==> src/rtl/core/mmn_pkg.sv <==
`default_nettype none
package mmn_pkg;

  localparam int COORD_W = 32;
  localparam int NORM_W  = 17;
  localparam int IDX_W   = 6;

  // One quotient bit per divider step; the quotient is at most 1.0 in Q1.16.
  localparam int DIV_STEPS = NORM_W;

  typedef enum logic [1:0] {
    ST_IDLE,
    ST_READ,
    ST_LOAD,
    ST_DIV
  } mmn_state_t;

  typedef struct packed {
    logic accept;
    logic read;
    logic div_start;
    logic emit;
    logic clear;
    logic idx_inc;
  } mmn_cmd_t;

  typedef struct packed {
    logic div_done;
    logic last;
  } mmn_sts_t;

endpackage
`default_nettype wire

==> src/rtl/core/mmn_ram.sv <==
`default_nettype none
module mmn_ram #(
  parameter int WIDTH = 32,
  parameter int DEPTH = 64
) (
  input  wire logic                     clk,
  input  wire logic                     we,
  input  wire logic [$clog2(DEPTH)-1:0] waddr,
  input  wire logic [WIDTH-1:0]         wdata,
  input  wire logic                     re,
  input  wire logic [$clog2(DEPTH)-1:0] raddr,
  output logic      [WIDTH-1:0]         rdata
);

  logic [WIDTH-1:0] mem [DEPTH];

  always_ff @(posedge clk) begin
    if (we) begin
      mem[waddr] <= wdata;
    end
    if (re) begin
      rdata <= mem[raddr];
    end
  end

endmodule
`default_nettype wire

==> src/rtl/core/mmn_div.sv <==
`default_nettype none
module mmn_div
  import mmn_pkg::*;
(
  input  wire logic               clk,
  input  wire logic               rst,
  input  wire logic               start,
  input  wire logic [COORD_W-1:0] num,
  input  wire logic [COORD_W-1:0] den,
  output logic                    done,
  output logic [NORM_W-1:0]       quo
);

  localparam int CNT_W = $clog2(DIV_STEPS);

  logic [COORD_W:0]   rem;
  logic [CNT_W-1:0]   cnt;
  logic               active;
  logic               ge;
  logic [COORD_W:0]   rem_sub;

  // Shift-subtract long division of num * 2^16 by den. Since num <= den, the
  // partial remainder always stays below twice den and fits one extra bit.
  assign ge      = rem >= {1'b0, den};
  assign rem_sub = ge ? (rem - {1'b0, den}) : rem;

  always_ff @(posedge clk) begin
    if (rst) begin
      active <= 1'b0;
      done   <= 1'b0;
    end else begin
      done <= !start && active && cnt == '0;
      if (start) begin
        active <= 1'b1;
      end else if (active && cnt == '0) begin
        active <= 1'b0;
      end
    end
  end

  always_ff @(posedge clk) begin
    if (start) begin
      rem <= {1'b0, num};
      cnt <= CNT_W'(DIV_STEPS - 1);
      quo <= '0;
    end else if (active) begin
      rem <= {rem_sub[COORD_W-1:0], 1'b0};
      cnt <= cnt - 1'b1;
      quo <= {quo[NORM_W-2:0], ge};
    end
  end

endmodule
`default_nettype wire

==> src/rtl/core/mmn_datapath.sv <==
`default_nettype none
module mmn_datapath
  import mmn_pkg::*;
#(
  parameter int DEPTH = 64
) (
  input  wire logic               clk,
  input  wire logic               rst,
  input  wire mmn_cmd_t           cmd,
  input  wire logic [COORD_W-1:0] coord_x,
  input  wire logic [COORD_W-1:0] coord_y,
  output mmn_sts_t                sts,
  output logic                    valid,
  output logic [IDX_W-1:0]        point_index,
  output logic [NORM_W-1:0]       norm_x,
  output logic [NORM_W-1:0]       norm_y,
  output logic                    flat_x,
  output logic                    flat_y,
  output logic                    overflow,
  output logic                    end_of_run
);

  localparam int AW = $clog2(DEPTH);
  localparam int CW = $clog2(DEPTH + 1);

  logic [CW-1:0]      count;
  logic [AW-1:0]      idx;
  logic               dropped;
  logic [COORD_W-1:0] min_x, max_x, min_y, max_y;
  logic               full;
  logic               store;
  logic               first;
  logic [COORD_W-1:0] rdata_x, rdata_y;
  logic [COORD_W:0]   num_x, num_y;
  logic [COORD_W-1:0] den_x, den_y;
  logic               is_flat_x, is_flat_y;
  logic               done_x, done_y;
  logic [NORM_W-1:0]  quo_x, quo_y;

  assign full  = count == CW'(DEPTH);
  assign store = cmd.accept && !full;
  assign first = count == '0;

  always_ff @(posedge clk) begin
    if (rst || cmd.clear) begin
      count   <= '0;
      dropped <= 1'b0;
      min_x   <= '0;
      max_x   <= '0;
      min_y   <= '0;
      max_y   <= '0;
    end else if (cmd.accept) begin
      if (full) begin
        dropped <= 1'b1;
      end else begin
        count <= count + 1'b1;
        if (first || $signed(coord_x) < $signed(min_x)) min_x <= coord_x;
        if (first || $signed(coord_x) > $signed(max_x)) max_x <= coord_x;
        if (first || $signed(coord_y) < $signed(min_y)) min_y <= coord_y;
        if (first || $signed(coord_y) > $signed(max_y)) max_y <= coord_y;
      end
    end
  end

  always_ff @(posedge clk) begin
    if (rst || cmd.clear) begin
      idx <= '0;
    end else if (cmd.idx_inc) begin
      idx <= idx + 1'b1;
    end
  end

  mmn_ram #(.WIDTH(COORD_W), .DEPTH(DEPTH)) u_ram_x (
    .clk   (clk),
    .we    (store),
    .waddr (count[AW-1:0]),
    .wdata (coord_x),
    .re    (cmd.read),
    .raddr (idx),
    .rdata (rdata_x)
  );

  mmn_ram #(.WIDTH(COORD_W), .DEPTH(DEPTH)) u_ram_y (
    .clk   (clk),
    .we    (store),
    .waddr (count[AW-1:0]),
    .wdata (coord_y),
    .re    (cmd.read),
    .raddr (idx),
    .rdata (rdata_y)
  );

  // Differences of two signed 32-bit values are nonnegative here and fit 32 bits.
  assign num_x     = {rdata_x[COORD_W-1], rdata_x} - {min_x[COORD_W-1], min_x};
  assign num_y     = {rdata_y[COORD_W-1], rdata_y} - {min_y[COORD_W-1], min_y};
  assign den_x     = max_x - min_x;
  assign den_y     = max_y - min_y;
  assign is_flat_x = max_x == min_x;
  assign is_flat_y = max_y == min_y;

  mmn_div u_div_x (
    .clk   (clk),
    .rst   (rst),
    .start (cmd.div_start),
    .num   (num_x[COORD_W-1:0]),
    .den   (den_x),
    .done  (done_x),
    .quo   (quo_x)
  );

  mmn_div u_div_y (
    .clk   (clk),
    .rst   (rst),
    .start (cmd.div_start),
    .num   (num_y[COORD_W-1:0]),
    .den   (den_y),
    .done  (done_y),
    .quo   (quo_y)
  );

  assign sts.div_done = done_x;
  assign sts.last     = (CW'(idx) + 1'b1) == count;

  always_ff @(posedge clk) begin
    if (rst) begin
      valid <= 1'b0;
    end else begin
      valid <= cmd.emit;
    end
  end

  // The result registers capture the set's flags on the same edge that clears them.
  always_ff @(posedge clk) begin
    if (cmd.emit) begin
      point_index <= IDX_W'(idx);
      norm_x      <= is_flat_x ? '0 : quo_x;
      norm_y      <= is_flat_y ? '0 : quo_y;
      flat_x      <= is_flat_x;
      flat_y      <= is_flat_y;
      overflow    <= dropped;
      end_of_run  <= sts.last;
    end
  end

  assert property (@(posedge clk) disable iff (rst) done_x == done_y)
    else $error("axis dividers out of step");

  assert property (@(posedge clk) disable iff (rst)
    valid && end_of_run |-> count == '0 && !dropped)
    else $error("set not cleared after its last result");

  assert property (@(posedge clk) disable iff (rst)
    cmd.read |-> CW'(idx) < count)
    else $error("read of an entry beyond the stored points");

endmodule
`default_nettype wire

==> config.mk <==
export PLATFORM = sky130hd
export DESIGN_NAME = mmn_datapath
export DESIGN_NICKNAME = d
export VERILOG_FILES = /design/src/rtl/core/mmn_pkg.sv /design/src/rtl/core/mmn_ram.sv /design/src/rtl/core/mmn_div.sv /design/src/rtl/core/mmn_datapath.sv
export SDC_FILE = /design/constraint.sdc
export NUM_CORES = 2
export LEC_CHECK = 0
export BUFFER_PORTS_ARGS = -buffer_cell sky130_fd_sc_hd__buf_2
export CAP_MARGIN = 15
export CORE_ASPECT_RATIO = 0.7
export CORE_UTILIZATION = 33
export CTS_BUF_LIST = sky130_fd_sc_hd__clkbuf_4
export DETAILED_ROUTE_END_ITERATION = 10
export PLACE_DENSITY = 0.58
export SLEW_MARGIN = 20
export SYNTH_ARGS = -nofsm -noshare
export SYNTH_HDL_FRONTEND = slang
export SYNTH_HIERARCHICAL = 1
export SYNTH_SLANG_ARGS = --single-unit
==> constraint.sdc <==
create_clock -name clk -period 7.01 [get_ports clk]
set_clock_uncertainty 0.15 [all_clocks]
set_input_delay 1.0515 -clock clk [delete_from_list [all_inputs] [get_ports clk]]
set_output_delay 1.0515 -clock clk [all_outputs]
set_load 0.05 [all_outputs]
* Word-level counts from Yosys, hierarchy flattened *
Memory sizes are Yosys's and may differ from the RTL's. A register that Yosys moved wholly into a read port is not among the register bits.
Index checks and enable logic that the tools add are counted.

storage, ports and cells
  input bits = 72
  logic and storage cells = 87
  flip-flop bits (word level) = 300
  memories kept = 2
  bits in latches = 0
  memory bits (writable) = 4096
  output and inout port bits = 47
  bits in read-only memories = 0

memory list
  name         depth  width  read ports  clocked after memory_dff  wr ports  line           source
  u_ram_x.mem  64     32     1           1                         1         mmn_ram.sv:15  logic [WIDTH-1:0] mem [DEPTH];
  u_ram_y.mem  64     32     1           1                         1         mmn_ram.sv:15

operators by class
  shifts and indexed selects = 0
  divide/modulo/power cells = 0
  reductions and logical operators = 25
  magnitude comparators = 6
  equality and inequality tests = 4
  bitwise gates (word level) = 1
  multiplexer cells = 12
  $mul = 0
  add/sub/neg operators = 11

operators by type and width
  kind                                               number
  2-to-1 mux 32 bit                                  6
  subtractor 32 bit                                  6
  greater-or-equal comparator 33 x 32 -> 1 bit       2
  equality test 32 bit                               2
  > comparator 32 bit                                2
  less-than comparator 32 bit                        2
  AND reduction 3 bit                                4
  zero test 5 bit                                    2
  subtractor 5 x 1 -> 5 bit (second input constant)  2
  nonzero test 2 bit                                 4
  adder 6 x 1 -> 7 bit (second input constant)       1
  adder 7 x 1 -> 7 bit (second input constant)       1
  equality test 7 bit                                1
  equality test 7 bit (second input constant)        1
  zero test 7 bit                                    1
  adder 6 x 1 -> 6 bit (second input constant)       1
  2-to-1 mux 1 bit                                   6
  logical AND 1 bit                                  5
  logical OR 1 bit                                   5
  AND reduction 2 bit                                2
  zero test 1 bit                                    2
  inverter 1 bit                                     1

* Longest topological paths before layout *
  depth in word-level cells = 5
  mapped depth = 25
  depth with buffers taken out = 23

* Modules after synthesis *
Netlist, hierarchy kept.

by module, submodules not included
  module             area each (µm²)  cells an instance  sequential area each (µm²)  instances
  mmn_ram            78835.6          3324               62459.9                     2
  mmn_datapath       16306.9          1883               4184.0                      1
  mmn_div (u_div_y)  4508.1           515                1461.4                      1
  mmn_div (u_div_x)  4352.9           508                1461.4                      1

* Worst setup path before layout *
OpenSTA, ideal clock, no wires.

  path type = reg2reg
  start = register max_y[0]
  end = register u_div_y.rem[19], data pin
  setup time = 0.260 ns
  slack = 1.966 ns
  path buffers = 2
  period minus slack after synthesis = 5.044 ns
  data required time = 6.600 ns
  cell stages (with the launch flop) = 23
  data arrival time = 4.635 ns
  path through = dfxtp_1 inv_1 ha_1 fa_1 nand2b_1 a21oi_1 o31ai_1 o311ai_0 a41o_1 a21oi_1 o21bai_1 xor2_1 inv_1 ha_1 clkbuf_1 nand4_1 a211o_1 a31oi_2 o21ai_2 a21oi_1 buf_6 mux2_4 mux2_2

on the way
  longest elaborated chain between the ends = 5
  elaborated cells on any way between the ends = 6
  classes of those cells = add/sub: 2; order compare: 1; mux: 3

RTL lines
  item                                          line                source
  start, declared                               mmn_datapath.sv:29  logic [COORD_W-1:0] min_x, max_x, min_y, max_y;
  start signal, assigned                        mmn_datapath.sv:60  if (first || $signed(coord_y) > $signed(max_y)) max_y <= coord_y;
  subtractor 32 bit                             mmn_datapath.sv:97  assign den_y = max_y - min_y;
  named net den_y[20]                           mmn_datapath.sv:35  logic [COORD_W-1:0] den_x, den_y;
  greater-or-equal comparator 33 x 32 -> 1 bit  mmn_div.sv:24       assign ge = rem >= {1'b0, den};
  2-to-1 mux 32 bit                             mmn_div.sv:25       assign rem_sub = ge ? (rem - {1'b0, den}) : rem;
  2-to-1 mux 32 bit                             mmn_div.sv:46       end else if (active) begin
  2-to-1 mux 32 bit                             mmn_div.sv:42       if (start) begin
  end signal, assigned                          mmn_div.sv:43       rem <= {1'b0, num};
  end signal, assigned                          mmn_div.sv:47       rem <= {rem_sub[COORD_W-1:0], 1'b0};
  end, declared                                 mmn_div.sv:16       logic [COORD_W:0] rem;

The timed path passes the listed nets, and every way through them passes these cells. The select of a mux whose other input is x is not followed.
A chain may end at the register's enable or synchronous reset.

* Final worst setup path *
  start = register min_y[8]
  end = register u_div_y.rem[6], data pin

on the way
  longest elaborated chain between the ends = 5

RTL lines
  item                                          line                source
  start, declared                               mmn_datapath.sv:29
  start signal, assigned                        mmn_datapath.sv:59  if (first || $signed(coord_y) < $signed(min_y)) min_y <= coord_y;
  subtractor 32 bit                             mmn_datapath.sv:97
  named net den_y[21]                           mmn_datapath.sv:35
  greater-or-equal comparator 33 x 32 -> 1 bit  mmn_div.sv:24
  2-to-1 mux 32 bit                             mmn_div.sv:25
  2-to-1 mux 32 bit                             mmn_div.sv:46
  2-to-1 mux 32 bit                             mmn_div.sv:42

The timed path passes the listed nets, and every way through them passes these cells. The select of a mux whose other input is x is not followed.

==> flow_summary.json <==
{
  "wl_um": 544000,
  "synth_fp_nets": 9949,
  "root_buffer": "clkbuf_4",
  "crit_arrival_ns": 7.48,
  "rsz0062_at_grt": "no",
  "ff2ff_setup_slack_ns": 0.74,
  "yosysWarnings": 6,
  "track_usage_pct": 19.2,
  "clk_latency_ns": 1.72,
  "die-area_mm2": 0.557,
  "leakagePower_uw": 0.0668,
  "min_path_cells": 2,
  "hp-class": "input port to flop",
  "max-vdd-ir-drop_v": 0.000217,
  "coreArea_mm2": 0.551,
  "final.min_clock_period_ns": 6.27,
  "worstMarginPinSlew_ns": 1.33,
  "cts_tree": "done",
  "first_global_vias": 103000,
  "min-delay-start": "coord_x[14]",
  "cp_slowest_stage_delay_ns": 0.62,
  "viasPerCell": 5.47,
  "power_density_mw_per_mm2": 279,
  "first_pass_iters": 6,
  "fmax_ghz": 0.160,
  "setup_tns_ns": 0,
  "drc": 0,
  "cp_slowest_cell": "o41ai_1",
  "drive_gt1_share_pct": 30.1,
  "hold_viol": 0,
  "ctsHtreeMaxLevel": 7,
  "rows": 228,
  "start_util_pct": 33.2,
  "dpl.hpwl_um": 330000,
  "postSynthAreaPerCell_um2": 19.1,
  "final_nets": 11200,
  "worstSetupPathType": "flop to flop",
  "grt_overflow_total": 0,
  "relSlewSlack_pct": 10.7,
  "cts_sinks": 4460,
  "finalSetupViolations": 0,
  "numPortBuffers": 118,
  "grt_max_degree": 112,
  "synth_area_mm2": 0.183,
  "gp_congestion": 0.872,
  "required_ns": 8.22,
  "start_kind": "flop",
  "worst_setup_path_end_kind": "flop",
  "finalMaxSlewViolations": 0,
  "antenna_found_initial": 64,
  "whs_endpoint": "u_ram_x/mem[23][14]$_DFFE_PP_",
  "post-route-period-util_pct": 89.4,
  "cp_max_fo": 12,
  "crit_chain": "inv_1, ha_1, a21oi_1, o21ai_0, o41ai_1, o21ai_0, a21oi_1, o21bai_1, a21o_1, a21oi_1, xnor2_1, inv_1, ha_1, and3_1, and2_1, nand3_1, o21ai_1, o32ai_1, a21oi_4, buf_4, mux2i_1, o21ai_0",
  "drtAntennaViolNets": 0,
  "avgRoutedWirePerCell_um": 28.8,
  "cts.reportedPaths.clkPinSlew_ns": 0.07,
  "outcome": "finished clean",
  "r2r-end": "u_div_y/rem[6]$_DFFE_PP_",
  "synthCells": 9552,
  "reg2reg_from": "min_y[8]$_SDFFE_PP0P_",
  "syn_to_final_growth_pct": 14.4,
  "cts_buffer_depth": 5,
  "numCtsBuffers": 1173,
  "vias": 103000,
  "postCtsSetupBuffers": 0,
  "grt_pass1_wl_um": 761000,
  "dieHeight_um": 625,
  "worstRegToRegCells": 22,
  "drv_cap": 0,
  "chipWidth_um": 892,
  "drtIter0Drc": 13100,
  "io-pin-count": 119,
  "placed_area_mm2": 0.195,
  "fin_area_mm2": 0.209
}
## per-layer routing
| metal | up-vias | global-route usage (%) | share of wire [%] |
|---|---|---|---|
| li1 | 42300 | - | - |
| met1 | 54300 | 29.0 | 44 |
| met2 | 5926 | 26.5 | 42 |
| met3 | 789 | 5.84 | 12 |
| met4 | 6 | 5.75 | 2.1 |
| met5 | - | 0 | 0.0088 |
## area by class of cell
type	instances	area, um^2
Fill cell	50200	342000
Sequential cell	4460	132000
Multi-Input combinational cell	4377	48700
Clock buffer	1615	12100
Tap cell	7360	9210
Timing Repair Buffer	547	4600
Clock inverter	230	1370
Inverter	259	972
Antenna cell	46	115
## sequential cells by signal, summed over array words and instances, names as in the netlist, 5 cells and up
| register | count |
|---|---|
| idx | 6 |
| u_div_y/rem | 33 |
| u_div_x/cnt | 5 |
| u_ram_y/rdata | 32 |
| u_ram_x/mem | 2048 |
| u_ram_y/mem | 2048 |
| u_ram_x/rdata | 32 |
| u_div_x/quo | 17 |
| max_x | 32 |
| min_x | 32 |
| norm_y | 17 |
| u_div_y/cnt | 5 |
| point_index | 6 |
| u_div_x/rem | 33 |
| u_div_y/quo | 17 |
| max_y | 32 |
| count | 7 |
| min_y | 32 |
| norm_x | 17 |
## timing repair
action / CTS / global route
hold buffers: 87 / 0
resized for setup: 0 / 0
hold endpoints to repair: 3723 / 0
## per-stage QoR
step / utilization, % / setup slack (ns) / power (uW) / cells / hold slack, ns
floorplan: - / 1.97 / 35000 / 9552 / 0.259
global placement: 35.3 / 0.911 / 37100 / 16900 / 0.282
detailed placement: 35.3 / 1.01 / 37200 / 16900 / 0.284
CTS: 37.9 / 0.860 / 58900 / 18800 / 0.00858
global route: 37.9 / 0.464 / 60900 / 18900 / 0.125
finish: 37.9 / 0.742 / 58400 / 18900 / 0.276
## power breakdown
| part | switching [uW] | internal, uW |
|---|---|---|
| clock | 10400 | 11200 |
| sequential | 223 | 29600 |
| combinational | 4270 | 2680 |
| total | 14900 | 43400 |
## how the worst max path moves through the flow
stage	start	endpoint	slack (ns)	cells past startpoint
finish	min_y[8]$_SDFFE_PP0P_	u_div_y/rem[6]$_DFFE_PP_	0.74	22
global route	min_y[8]$_SDFFE_PP0P_	u_div_y/rem[6]$_DFFE_PP_	0.46	22
CTS	max_x[0]$_SDFFE_PP0P_	u_div_x/rem[7]$_DFFE_PP_	0.86	24
detailed placement	min_y[1]$_SDFFE_PP0P_	u_div_y/rem[1]$_DFFE_PP_	1.01	21
global placement	min_x[1]$_SDFFE_PP0P_	u_div_x/rem[20]$_DFFE_PP_	0.91	25
floorplan	max_y[0]$_SDFFE_PP0P_	u_div_y/rem[19]$_DFFE_PP_	1.97	22
## critical path, delay by kind of cell (launching register included)
kind / cells / cell delay (ns)
buf+inv: 3 / 0.48
mux: 1 / 0.26
flops: 1 / 0.33
xor+xnor: 1 / 0.14
fa+ha+maj: 2 / 0.77
compound gates: 12 / 3.20
simple gates: 3 / 0.54
## placed cells by master, fill, tap and decap left out, types with 86 or more instances in the layout
master / count
edfxtp_1: 4268
clkbuf_4: 1615
mux4_2: 1088
nor2_1: 455
mux2i_1: 377
ha_1: 319
a21oi_1: 316
buf_4: 300
inv_1: 259
nand2_1: 209
dfxtp_1: 185
clkinv_1: 172
o22ai_1: 169
a21o_1: 157
nor2_4: 124
o21ai_0: 120
buf_2: 116
xnor2_1: 115
dlygate4sd3_1: 86
Power figures use the tool's default switching activity.
