==> config.mk <==
export PLATFORM = sky130hd
export DESIGN_NAME = mmn_ctrl
export DESIGN_NICKNAME = d
export VERILOG_FILES = /design/src/rtl/core/mmn_pkg.sv /design/src/rtl/core/mmn_ctrl.sv
export SDC_FILE = /design/constraint.sdc
export NUM_CORES = 1
export LEC_CHECK = 0
export ABC_CLOCK_PERIOD_IN_PS = 1700
export BUFFER_PORTS_ARGS = -buffer_cell sky130_fd_sc_hd__buf_2
export CAP_MARGIN = 30
export CORE_AREA = 2 2 39 41
export DETAILED_ROUTE_END_ITERATION = 6
export DIE_AREA = 0 0 41 43
export PLACE_DENSITY = 0.36
export SLEW_MARGIN = 20
export SYNTH_ARGS = -nofsm -noshare
export SYNTH_HDL_FRONTEND = slang
export SYNTH_SLANG_ARGS = --single-unit
==> constraint.sdc <==
create_clock -name clk -period 1.7 [get_ports clk]
set_input_delay 0.17 -clock clk [delete_from_list [all_inputs] [get_ports clk]]
set_output_delay 0.17 -clock clk [all_outputs]
set_load 0.05 [all_outputs]
==> src/rtl/core/mmn_pkg.sv <==
`default_nettype none
package mmn_pkg;

  localparam int COORD_W = 32;
  localparam int NORM_W  = 17;
  localparam int IDX_W   = 6;

  // One quotient bit per divider step; the quotient is at most 1.0 in Q1.16.
  localparam int DIV_STEPS = NORM_W;

  typedef enum logic [1:0] {
    ST_IDLE,
    ST_READ,
    ST_LOAD,
    ST_DIV
  } mmn_state_t;

  typedef struct packed {
    logic accept;
    logic read;
    logic div_start;
    logic emit;
    logic clear;
    logic idx_inc;
  } mmn_cmd_t;

  typedef struct packed {
    logic div_done;
    logic last;
  } mmn_sts_t;

endpackage
`default_nettype wire

==> src/rtl/core/mmn_ctrl.sv <==
`default_nettype none
module mmn_ctrl
  import mmn_pkg::*;
(
  input  wire logic     clk,
  input  wire logic     rst,
  input  wire logic     start,
  input  wire logic     final_point,
  input  wire mmn_sts_t sts,
  output logic          busy,
  output mmn_cmd_t      cmd
);

  mmn_state_t state;
  mmn_state_t state_next;

  always_ff @(posedge clk) begin
    if (rst) begin
      state <= ST_IDLE;
    end else begin
      state <= state_next;
    end
  end

  always_comb begin
    state_next = state;
    unique case (state)
      ST_IDLE: begin
        if (start && final_point) begin
          state_next = ST_READ;
        end
      end
      ST_READ: state_next = ST_LOAD;
      ST_LOAD: state_next = ST_DIV;
      ST_DIV: begin
        if (sts.div_done) begin
          state_next = sts.last ? ST_IDLE : ST_READ;
        end
      end
      default: state_next = ST_IDLE;
    endcase
  end

  always_comb begin
    cmd  = '0;
    busy = 1'b1;
    unique case (state)
      ST_IDLE: begin
        busy       = 1'b0;
        cmd.accept = start;
      end
      ST_READ: cmd.read = 1'b1;
      ST_LOAD: cmd.div_start = 1'b1;
      ST_DIV: begin
        if (sts.div_done) begin
          cmd.emit    = 1'b1;
          cmd.clear   = sts.last;
          cmd.idx_inc = !sts.last;
        end
      end
      default: busy = 1'b1;
    endcase
  end

  // Emission only ever begins with the transfer of a final point.
  assert property (@(posedge clk) disable iff (rst)
    $rose(busy) |-> $past(start && final_point))
    else $error("emission began without a final point");

endmodule
`default_nettype wire

# --- Yosys cells after proc, flatten, opt, wreduce, memory -nomap -nowiden ---
# Cells that the tools add are included.
classes:
  n_eq_ne: 5
  n_mux: 10
  reduce_logical: 4
op_table:
  columns: ["cell", "n"]
  rows:
  - ["case mux 2 bit (4 select lines)", 1]
  - ["two-way mux 3 bit", 2]
  - ["two-way mux 1 bit", 5]
  - ["== test 2 bit (second input constant)", 2]
  - ["two-way mux 2 bit", 2]
  - ["!= test 2 bit (second input constant)", 2]
  - ["== test 2 x 1 -> 1 bit (second input constant)", 1]
  - ["zero test 2 bit", 1]
  - ["AND reduction 2 bit", 1]
  - ["logical AND 1 bit", 1]
  - ["zero test 1 bit", 1]
totals:
  regBits: 2
  input_bits: 6
  out_inout_bits: 7
  elab_cells: 20

# --- Longest topological paths before layout ---
# Gate-level depths: netlist of run 1.
depth:
  word_depth: 3
  mapped_depth: 5

# --- Least setup slack after synthesis of run 1 ---
# No wires, ideal clock.
synth_timing:
  path_type: "flip-flop to output port"
  from: "reg state[1]"
  to: "out cmd[0] in the netlist's numbering"
  arrival_time_ps: 1403
  setup_slack_ps: 127
  stages_incl_launch_ff: 4
  path_buffers: 0
  cell_sequence: "dfxtp_1 -> ha_1 -> and2_2 -> and2_1"
synth_rtl:
  columns: ["element", "line", "text"]
  rows:
  - ["start, declared", "mmn_ctrl.sv:14", "mmn_state_t state;"]
  - ["start signal, assigned", "mmn_ctrl.sv:21", "state <= state_next;"]
  - ["end, declared", "mmn_ctrl.sv:11", "output mmn_cmd_t cmd"]

==> run_results.csv, run 1 <==
group,metric,value,unit
synth,synth_compound_area_share,23.9,%
sta,grt_setup_unrepaired,"false",
synth,synth_common_cells,"ha_1 (5), inv_1 (5), and2_1 (2), dfxtp_1 (2)",
die,initial_core_util,18.2,%
critical_path,cp-end-kind,"output pin",
critical_path,cp.arrival,1.42,ns
pwr,p_total,0.651,mW
cells_and_area,finalNetCount,54,
global_routing,grt_pass1_vias,208,
synth,netlist.area_leader.share,24.9,%
global_routing,grtUsageTotal,6.51,%
synth,synth_fp_nets,37,
cts,htreeDepth,1,
synth,synth.distinct_cells,16,
cells_and_area,largestRegisters,"state (2)",
pwr,power_frac_clock,15.9,%
sta,max_freq,630,MHz
global_routing,grt_start_max_net_pins,6,
synth,synthSimpleGateAreaFrac,27.9,%
critical_path,startpoint_type,"flop",
pwr,max-vdd-ir-drop,0.000396,V
die,die_h,43,um
die,coreArea,0.00138,mm2
pwr,p_seq_share,14.3,%
cts,clk_path_buf_depth,2,
synth,ys.flop_type,"dfxtp_1",
sta,skew,0.00234,ns
routing,drtIter0Drc,1,
synth,synth-seq-cells,2,
global_routing,grt_overflow,0,
cts,clkSinkCount,2,
critical_path,r2r-end,"state[0]",
pwr,p_sw,0.360,mW
pwr,intPower,0.291,mW
critical_path,r2r_start,"state[0]",
synth,yosysWarningCount,0,
pwr,pwr_density_cell,1840,mW/mm2
critical_path,critPathKind,"flop to output pin",
min_path,holdCritPathClass,"primary input to flop",
sta,hold_violations,0,
synth,yosys.area_share.adder,24.9,%
flow_run,drv_cap,0,
die,die_w,41,um
die,dieArea,0.00176,mm2
synth,synth_area_per_cell,9.67,um2
place,finalWeightedCongestion,0.711,
min_path,hp-start,"rst",
cts,cts_root_buf,"clkbuf_4",
synth,synth_area_leaders,"ha_1 (25%), dfxtp_1 (16%), a2111oi_4 (11%), inv_1 (7.5%), nor2b_4 (5.5%)",
cts,cts_buffers,3,
routing,drc,0,
sta,maxSlewHeadroom,82.4,%
routing,post_drt_wl_per_cell,7.91,um
cts,cts_hold_buffers,0,
synth,ys_async_sr_fraction,0,%
routing,first_pass_iters,4,
global_routing,grt_pass1_wl,738,um
synth,synthMuxAreaShare,0,%
sta,worst_slew_pin_slew,0.261,ns
sta,finalSetupTns,0,ns
cts,ctsResizeCount,0,
critical_path,worst-r2r-cell-count,5,
synth,synthCells,26,
critical_path,crit_required,1.53,ns
place,io_buffers,12,
synth,synth_edf_count,0,
sta,fin_crit,1.59,ns
cells_and_area,regMostFlops,"state",
cells_and_area,fillers,161,
cells_and_area,syn_to_final_growth,40.8,%
sta,setup_violations,0,
pwr,power_leakage,0.182,nW
routing,via_count,219,
pwr,swShare,55.3,%
sta,maxSlewViolCount,0,
cts,cts_setup_buffers,0,
die,rows,14,
synth,ys_seq_area_share,15.9,%
global_routing,antenna_found_initial,0,
synth,synth_xor_area_share,0,%
synth,synth_top_cell_by_area,"ha_1",
critical_path,crit_path_max_fanout,5,
routing,ant_nets,0,
cells_and_area,diodes,0,
routing,routed_wl,451,um
pwr,pwr-share-comb,69.8,%
synth,synth_top_family_by_area,"simple AND/OR/NAND/NOR gates",
cells_and_area,largest_register_ffs,2,
min_path,hold_path_end,"state[0]",
routing,vias_per_cell,3.84,
min_path,min_path_cells,2,
cts,clkTransAtPathRegs,0.03,ns
synth,syn_area,251,um2
cts,cts_tree,"done",
cts,clk_latency,0.22,ns
die,io_pins,13,
sta,finalCritPeriodShare,93.3,%
run_status,outcome,"complete, no violations",
critical_path,rrSetupSlack,0.33,ns
cells_and_area,drive_gt1_share,51.2,%
## power groups by stage
stage | Combinational, mW | Sequential [mW] | Clock, mW
finish | 0.455 | 0.0931 | 0.103
global route | 0.509 | 0.0988 | 0.110
CTS | 0.465 | 0.0940 | 0.112
detailed placement | 0.464 | 0.0945 | 0
global placement | 0.458 | 0.0951 | 0
floorplan | 0.389 | 0.0884 | 0
## metrics by stage
stage	utilization, %	hold slack (ns)	instance area [um2]	instances	setup WS (ns)
3_5_place_dp	24.0	0.373	332	54	0.308
4_1_cts	25.6	0.135	354	57	0.0779
3_3_place_gp	24.0	0.373	332	54	0.307
2_1_floorplan	-	0.240	251	26	0.127
6_report	25.6	0.144	354	57	0.114
5_1_grt	25.6	0.148	354	57	0.00676
## how the worst max path moves through the flow
stage          slack, ns  startpoint  endpoint
5_1_grt            0.007    state[1]    cmd[0]
3_3_place_gp        0.31    state[0]  state[0]
2_1_floorplan       0.13    state[1]    cmd[0]
3_5_place_dp        0.31    state[0]  state[0]
4_1_cts             0.08    state[1]    cmd[0]
6_report            0.11    state[1]    cmd[0]
## layout by cell type, fill, tap and decap left out, drive strengths merged, types with 2 or more instances in the layout
| master | instances |
|---|---|
| dfxtp | 2 |
| and2 | 3 |
| clkbuf | 3 |
| buf | 12 |
| inv | 5 |
| ha | 5 |
| nor2b | 2 |
## metal layers
| layer | up-vias | part of all wire (%) | track usage [%] |
|---|---|---|---|
| li1 | 117 | - | - |
| met1 | 92 | 40 | 6.39 |
| met2 | 10 | 49 | 9.38 |
| met3 | 0 | 12 | 1.57 |
| met4 | 0 | 0 | 8.00 |
| met5 | - | 0 | 0 |
## cell families after synthesis
kind of cell,Yosys count
flops,2
simple gates,9
compound gates,5
buf+inv,5
fa+ha+maj,5
## final cells by class
type	count	area [um2]	share of cell area (%)
clock buffers	3	22.5	6.36
well taps	16	20.0	5.65
flip-flops and latches	2	40.0	11.3
inverters	5	18.8	5.30
multi-input cells	19	193	54.4
repair buffers	12	60.1	17.0
## critical path: stages (launching register included)
cell,delay (ns)
dfxtp_1,0.38
ha_1,0.28
and2_2,0.18
and2_1,0.11
buf_2,0.25
Power figures use the tool's default switching activity.
==> inputs of run 2 (changes only) <==
ABC_CLOCK_PERIOD_IN_PS = 1450   (was 1700)
GPL_TIMING_DRIVEN = 0   (was unset)
PLACE_DENSITY = 0.37   (was 0.36)
clock period = 1.45 ns   (was 1.7 ns; I/O delays follow)
==> run 2 against run 1 <==
- register-to-register slack lost 0.21 ns
- critical endpoint unchanged
- clock skew decreased by 0.00059 ns
- non-clock buffer count increased by 1
- global-route usage increased by 0.60 points
- critical path type unchanged
- die area unchanged
- largest cell class unchanged
- design area increased by 12%
- critical path depth unchanged
- sequential power increased by 48%
- count of clock-buffer cells in the layout unchanged
- total power rose by 26%
- clock power increased by 16%
- sequential share of layout area increased by 0.64 points
==> run_results.csv, run 2 (same netlist as run 1, synthesis figures left out) <==
group,metric,value,unit
critical_path,cp_top_family,"simple AND/OR/NAND/NOR gates",
critical_path,crit_top_cell,"and2_2",
flow_run,drv_cap,0,
global_routing,grtUsageTotal,7.11,%
critical_path,crit_chain,"ha_4, and2_2, and2_2, buf_8",
routing,post_drt_wl_per_cell,8.78,um
critical_path,r2r-end,"state[0]",
critical_path,cpMaxStageDelayCell,"dfxtp_4",
cells_and_area,stdcell_area,398,um2
place,place_hpwl,445,um
min_path,holdCritPathClass,"primary input to flop",
routing,drtIter0Drc,2,
critical_path,max_stage_delay,0.35,ns
critical_path,worst-r2r-cell-count,5,
routing,vias_per_cell,3.98,
pwr,pwr_density_cell,2060,mW/mm2
routing,drc,0,
die,io_pins,13,
sta,maxSlewViolCount,0,
cells_and_area,regMostFlops,"state",
routing,routed_wl,509,um
cts,cts_hold_buffers,0,
cells_and_area,syn_to_final_growth,58.2,%
sta,setup_slack,0.0405,ns
critical_path,critPathKind,"flop to output pin",
critical_path,crit_path_end,"cmd[0]",
die,coreArea,0.00138,mm2
routing,ant_nets,0,
cells_and_area,utilization,28.8,%
cts,clk_path_buf_depth,2,
die,die_w,41,um
critical_path,cp-end-kind,"output pin",
run_status,outcome,"complete, no violations",
cells_and_area,largestRegisters,"state (2)",
cells_and_area,final_common_cell,"buf_2",
cells_and_area,drive_gt1_share,64.3,%
cells_and_area,diodes,0,
pwr,max-vdd-ir-drop,0.000872,V
critical_path,startpoint_type,"flop",
pwr,power_leakage,0.189,nW
sta,finalCritPeriodShare,97.2,%
global_routing,grt_start_max_net_pins,6,
critical_path,critPathBufInv,1,
cells_and_area,largest_register_ffs,2,
cells_and_area,final_cell_mix,"buf_2 (10), inv_1 (5), ha_1 (3), clkbuf_4 (3)",
die,dieArea,0.00176,mm2
critical_path,crit_start,"state[1]",
cts,cts_root_buf,"clkbuf_4",
cts,clkTransAtPathRegs,0.03,ns
sta,maxSlewHeadroom,81.3,%
die,initial_core_util,18.2,%
critical_path,crit_path_max_fanout,5,
sta,worst_slew_pin_slew,0.277,ns
global_routing,grt_pass1_vias,255,
die,die_h,43,um
cts,cts_tree,"done",
sta,setup_violations,0,
critical_path,path_depth,4,
place,dpl_cell_area,333,um2
cells_and_area,fillers,159,
sta,fin_crit,1.41,ns
sta,max_freq,709,MHz
global_routing,grt_overflow,0,
critical_path,rrSetupSlack,0.12,ns
sta,skew,0.00175,ns
place,dp_slack,0.00307,ns
routing,via_count,231,
pwr,p_total,0.820,mW
cts,clk_latency,0.22,ns
cts,clkSinkCount,2,
critical_path,r2r_start,"state[0]",
cts,htreeDepth,1,
critical_path,cp.arrival,1.26,ns
cts,cts_buffers,3,
sta,timing.hold.ws,0.120,ns
critical_path,crit_required,1.31,ns
sta,hold_violations,0,
cells_and_area,finalNetCount,55,
global_routing,grt_pass1_wl,890,um
place,io_buffers,12,
routing,first_pass_iters,2,
global_routing,antenna_found_initial,0,
die,rows,14,
place,finalWeightedCongestion,0.694,
## run 2: cell count changes in the layout (fill, tap and decap cells not counted), sizes merged
cell / change
buf: +1
## run 2: report_power, final
group          internal (mW)  switching, mW  total, mW
Combinational          0.186          0.377      0.563
Clock                 0.0910         0.0280      0.119
Sequential            0.0967         0.0416      0.138
## run 2: routing by layer
layer | part of all wire [%] | global-route usage, % | vias up
li1 | - | - | 119
met1 | 38 | 7.99 | 103
met4 | 0 | 2.00 | 0
met2 | 56 | 12.5 | 9
met3 | 6.1 | 1.57 | 0
met5 | 0 | 0 | -
## run 2: worst min path at each step
stage,from,endpoint,cells past startpoint
detailed placement,rst,state[0],2
global route,rst,state[0],2
CTS,rst,state[0],2
global placement,rst,state[0],2
floorplan,rst,state[0],1
finish,rst,state[0],2
## run 2: layout make-up
class	count	area (um2)	share of cell area (%)
Clock buffer	3	22.5	5.66
Inverter	5	18.8	4.72
Multi-Input combinational cell	19	209	52.5
Sequential cell	2	47.5	11.9
Tap cell	16	20.0	5.03
Timing Repair Buffer	13	80.1	20.1
## run 2: what timing repair did
item,CTS,global route
buffers inserted,0,1
gates resized for setup,5,7
pin swaps,0,2
setup endpoints to repair,3,4
## run 2: per-stage QoR
| step | std cells | TNS (ns) |
|---|---|---|
| 2_1_floorplan | 26 | 0 |
| 3_5_place_dp | 54 | 0 |
| 4_1_cts | 57 | 0 |
| 6_report | 58 | 0 |
| 5_1_grt | 58 | -0.00476 |
| 3_3_place_gp | 54 | 0 |
==> inputs of run 3 (changes only) <==
==> constraint.sdc (replaced) <==
create_clock -name clk -period 1.45 [get_ports clk]
set_input_delay 0.2175 -clock clk [delete_from_list [all_inputs] [get_ports clk]]
set_output_delay 0.2175 -clock clk [all_outputs]
set_load 0.05 [all_outputs]
==> run 3 against run 2 <==
- global-route usage shrank 1.2 points
- sequential share of layout area is essentially flat
- clock power is essentially flat
- design area shrank 0.31%
- worst hold slack gained 0.070 ns
- routed wire length grew 3.5%
- maximum frequency shrank 0.39%
- critical path depth is the same
- largest cell class unchanged
==> run_results.csv, run 3 (same netlist as run 1, synthesis figures left out) <==
group,metric,value,unit
cells_and_area,regMostFlops,"state",
cts,clk_path_buf_depth,2,
die,initial_core_util,18.2,%
sta,setup_violations,0,
pwr,power_leakage,0.186,nW
min_path,holdCritPathClass,"primary input to flop",
global_routing,grtUsageMet1,6.41,%
routing,routed_wl,527,um
routing,first_pass_iters,2,
critical_path,critPathKind,"flop to output pin",
cells_and_area,drive_gt1_share,65.9,%
sta,max_freq,707,MHz
critical_path,cp-end-kind,"output pin",
die,die_w,41,um
cts,clkSinkCount,2,
cts,clk_latency,0.22,ns
global_routing,grtUsageTotal,5.92,%
die,coreArea,0.00138,mm2
cells_and_area,diodes,0,
die,dieArea,0.00176,mm2
sta,setup_slack,0.0349,ns
cells_and_area,final_cell_mix,"buf_2 (10), inv_1 (4), ha_1 (3), clkbuf_4 (3)",
cells_and_area,finalNetCount,54,
place,finalWeightedCongestion,0.692,
critical_path,startpoint_type,"flop",
cts,cts_tree,"done",
place,io_buffers,12,
pwr,p_total,0.839,mW
cts,clkTransAtPathRegs,0.03,ns
sta,fin_crit,1.42,ns
sta,finalCritPeriodShare,97.6,%
place,dpl_cell_area,334,um2
routing,drtIter0Drc,5,
pwr,pwr_density_cell,2110,mW/mm2
cells_and_area,stdcell_area,397,um2
cells_and_area,fillers,143,
routing,ant_nets,0,
place,dp_slack,0.00981,ns
global_routing,met2_usage,11.3,%
die,die_h,43,um
cells_and_area,final_common_cell,"buf_2",
routing,post_drt_wl_per_cell,9.25,um
cells_and_area,seqCellArea,47.5,um2
cells_and_area,utilization,28.7,%
cells_and_area,largest_register_ffs,2,
cts,htreeDepth,1,
global_routing,antenna_found_initial,0,
routing,drc,0,
place,place_inst,54,
sta,maxSlewViolCount,0,
die,io_pins,13,
critical_path,crit_required,1.23,ns
sta,worst_slew_pin_slew,0.307,ns
sta,grt_setup_unrepaired,"false",
cells_and_area,final_cells,57,
global_routing,use_met3,0,%
cells_and_area,largestRegisters,"state (2)",
run_status,outcome,"complete, no violations",
global_routing,grt-busiest-layer,"met2",
cts,cts_setup_buffers,0,
pwr,max-vdd-ir-drop,0.000791,V
cells_and_area,syn_to_final_growth,57.7,%
critical_path,crit_path_max_fanout,5,
global_routing,grt_pass1_wl,745,um
flow_run,drv_cap,0,
routing,vias_per_cell,4.14,
sta,timing.hold.ws,0.190,ns
global_routing,grt_overflow,0,
sta,hold_violations,0,
die,rows,14,
cells_and_area,multi_input_area,211,um2
global_routing,grt_start_max_net_pins,6,
sta,skew,0.00122,ns
cts,cts_buffers,3,
routing,via_count,236,
global_routing,grt_pass1_vias,215,
place,place_hpwl,450,um
cts,cts_root_buf,"clkbuf_4",
critical_path,cp.arrival,1.20,ns
sta,maxSlewHeadroom,79.3,%
sta,finalSetupTns,0,ns
==> run 3: changes by cell type in the layout (fill, tap and decap cells not counted) <==
cell	before	now
inv_2	0	1
inv_1	5	4
buf_6	0	1
and2_2	2	0
and2_4	0	2
buf_4	2	0
==> run 3: report_power, final <==
group | internal, mW | leakage [nW] | total, mW | switching [mW]
Clock | 0.0913 | 0.0138 | 0.122 | 0.0307
Sequential | 0.0968 | 0.0178 | 0.142 | 0.0456
Combinational | 0.195 | 0.154 | 0.574 | 0.379
==> run 3: final cells by class <==
cell class,count,area share [%]
clock buffer,3,5.68
inverter,5,4.73
multi-input combinational,19,53.3
sequential,2,12.0
tap,16,5.05
timing repair buffer,12,19.2
==> run 3: worst paths after layout <==
path	cells past startpoint	endpoint	slack, ns	start
hold reg to reg	3	state[1]	0.67	state[1]
setup reg to reg	5	state[0]	0.13	state[1]
hold / removal	2	state[0]	0.19	rst
setup / recovery	4	cmd[0]	0.03	state[1]
==> run 3: repair_timing <==
item | in CTS | in global routing
pin swaps | 0 | 1
endpoints found under the setup margin | 5 | 2
resized for setup | 9 | 5
hold buffers | 0 | 0
gates cloned | 0 | 0
==> run 3: critical path, stage by stage, from the launching register on <==
cell and delay (ns):
dfxtp_4 0.35, ha_4 0.18, and2_4 0.15, and2_4 0.15, buf_8 0.14
==> run 3: routing by layer <==
layer	wire [um]	up-vias
met1	199	107
met2	286	11
met3	41	0
met5	0	-
met4	0	0
li1	-	118
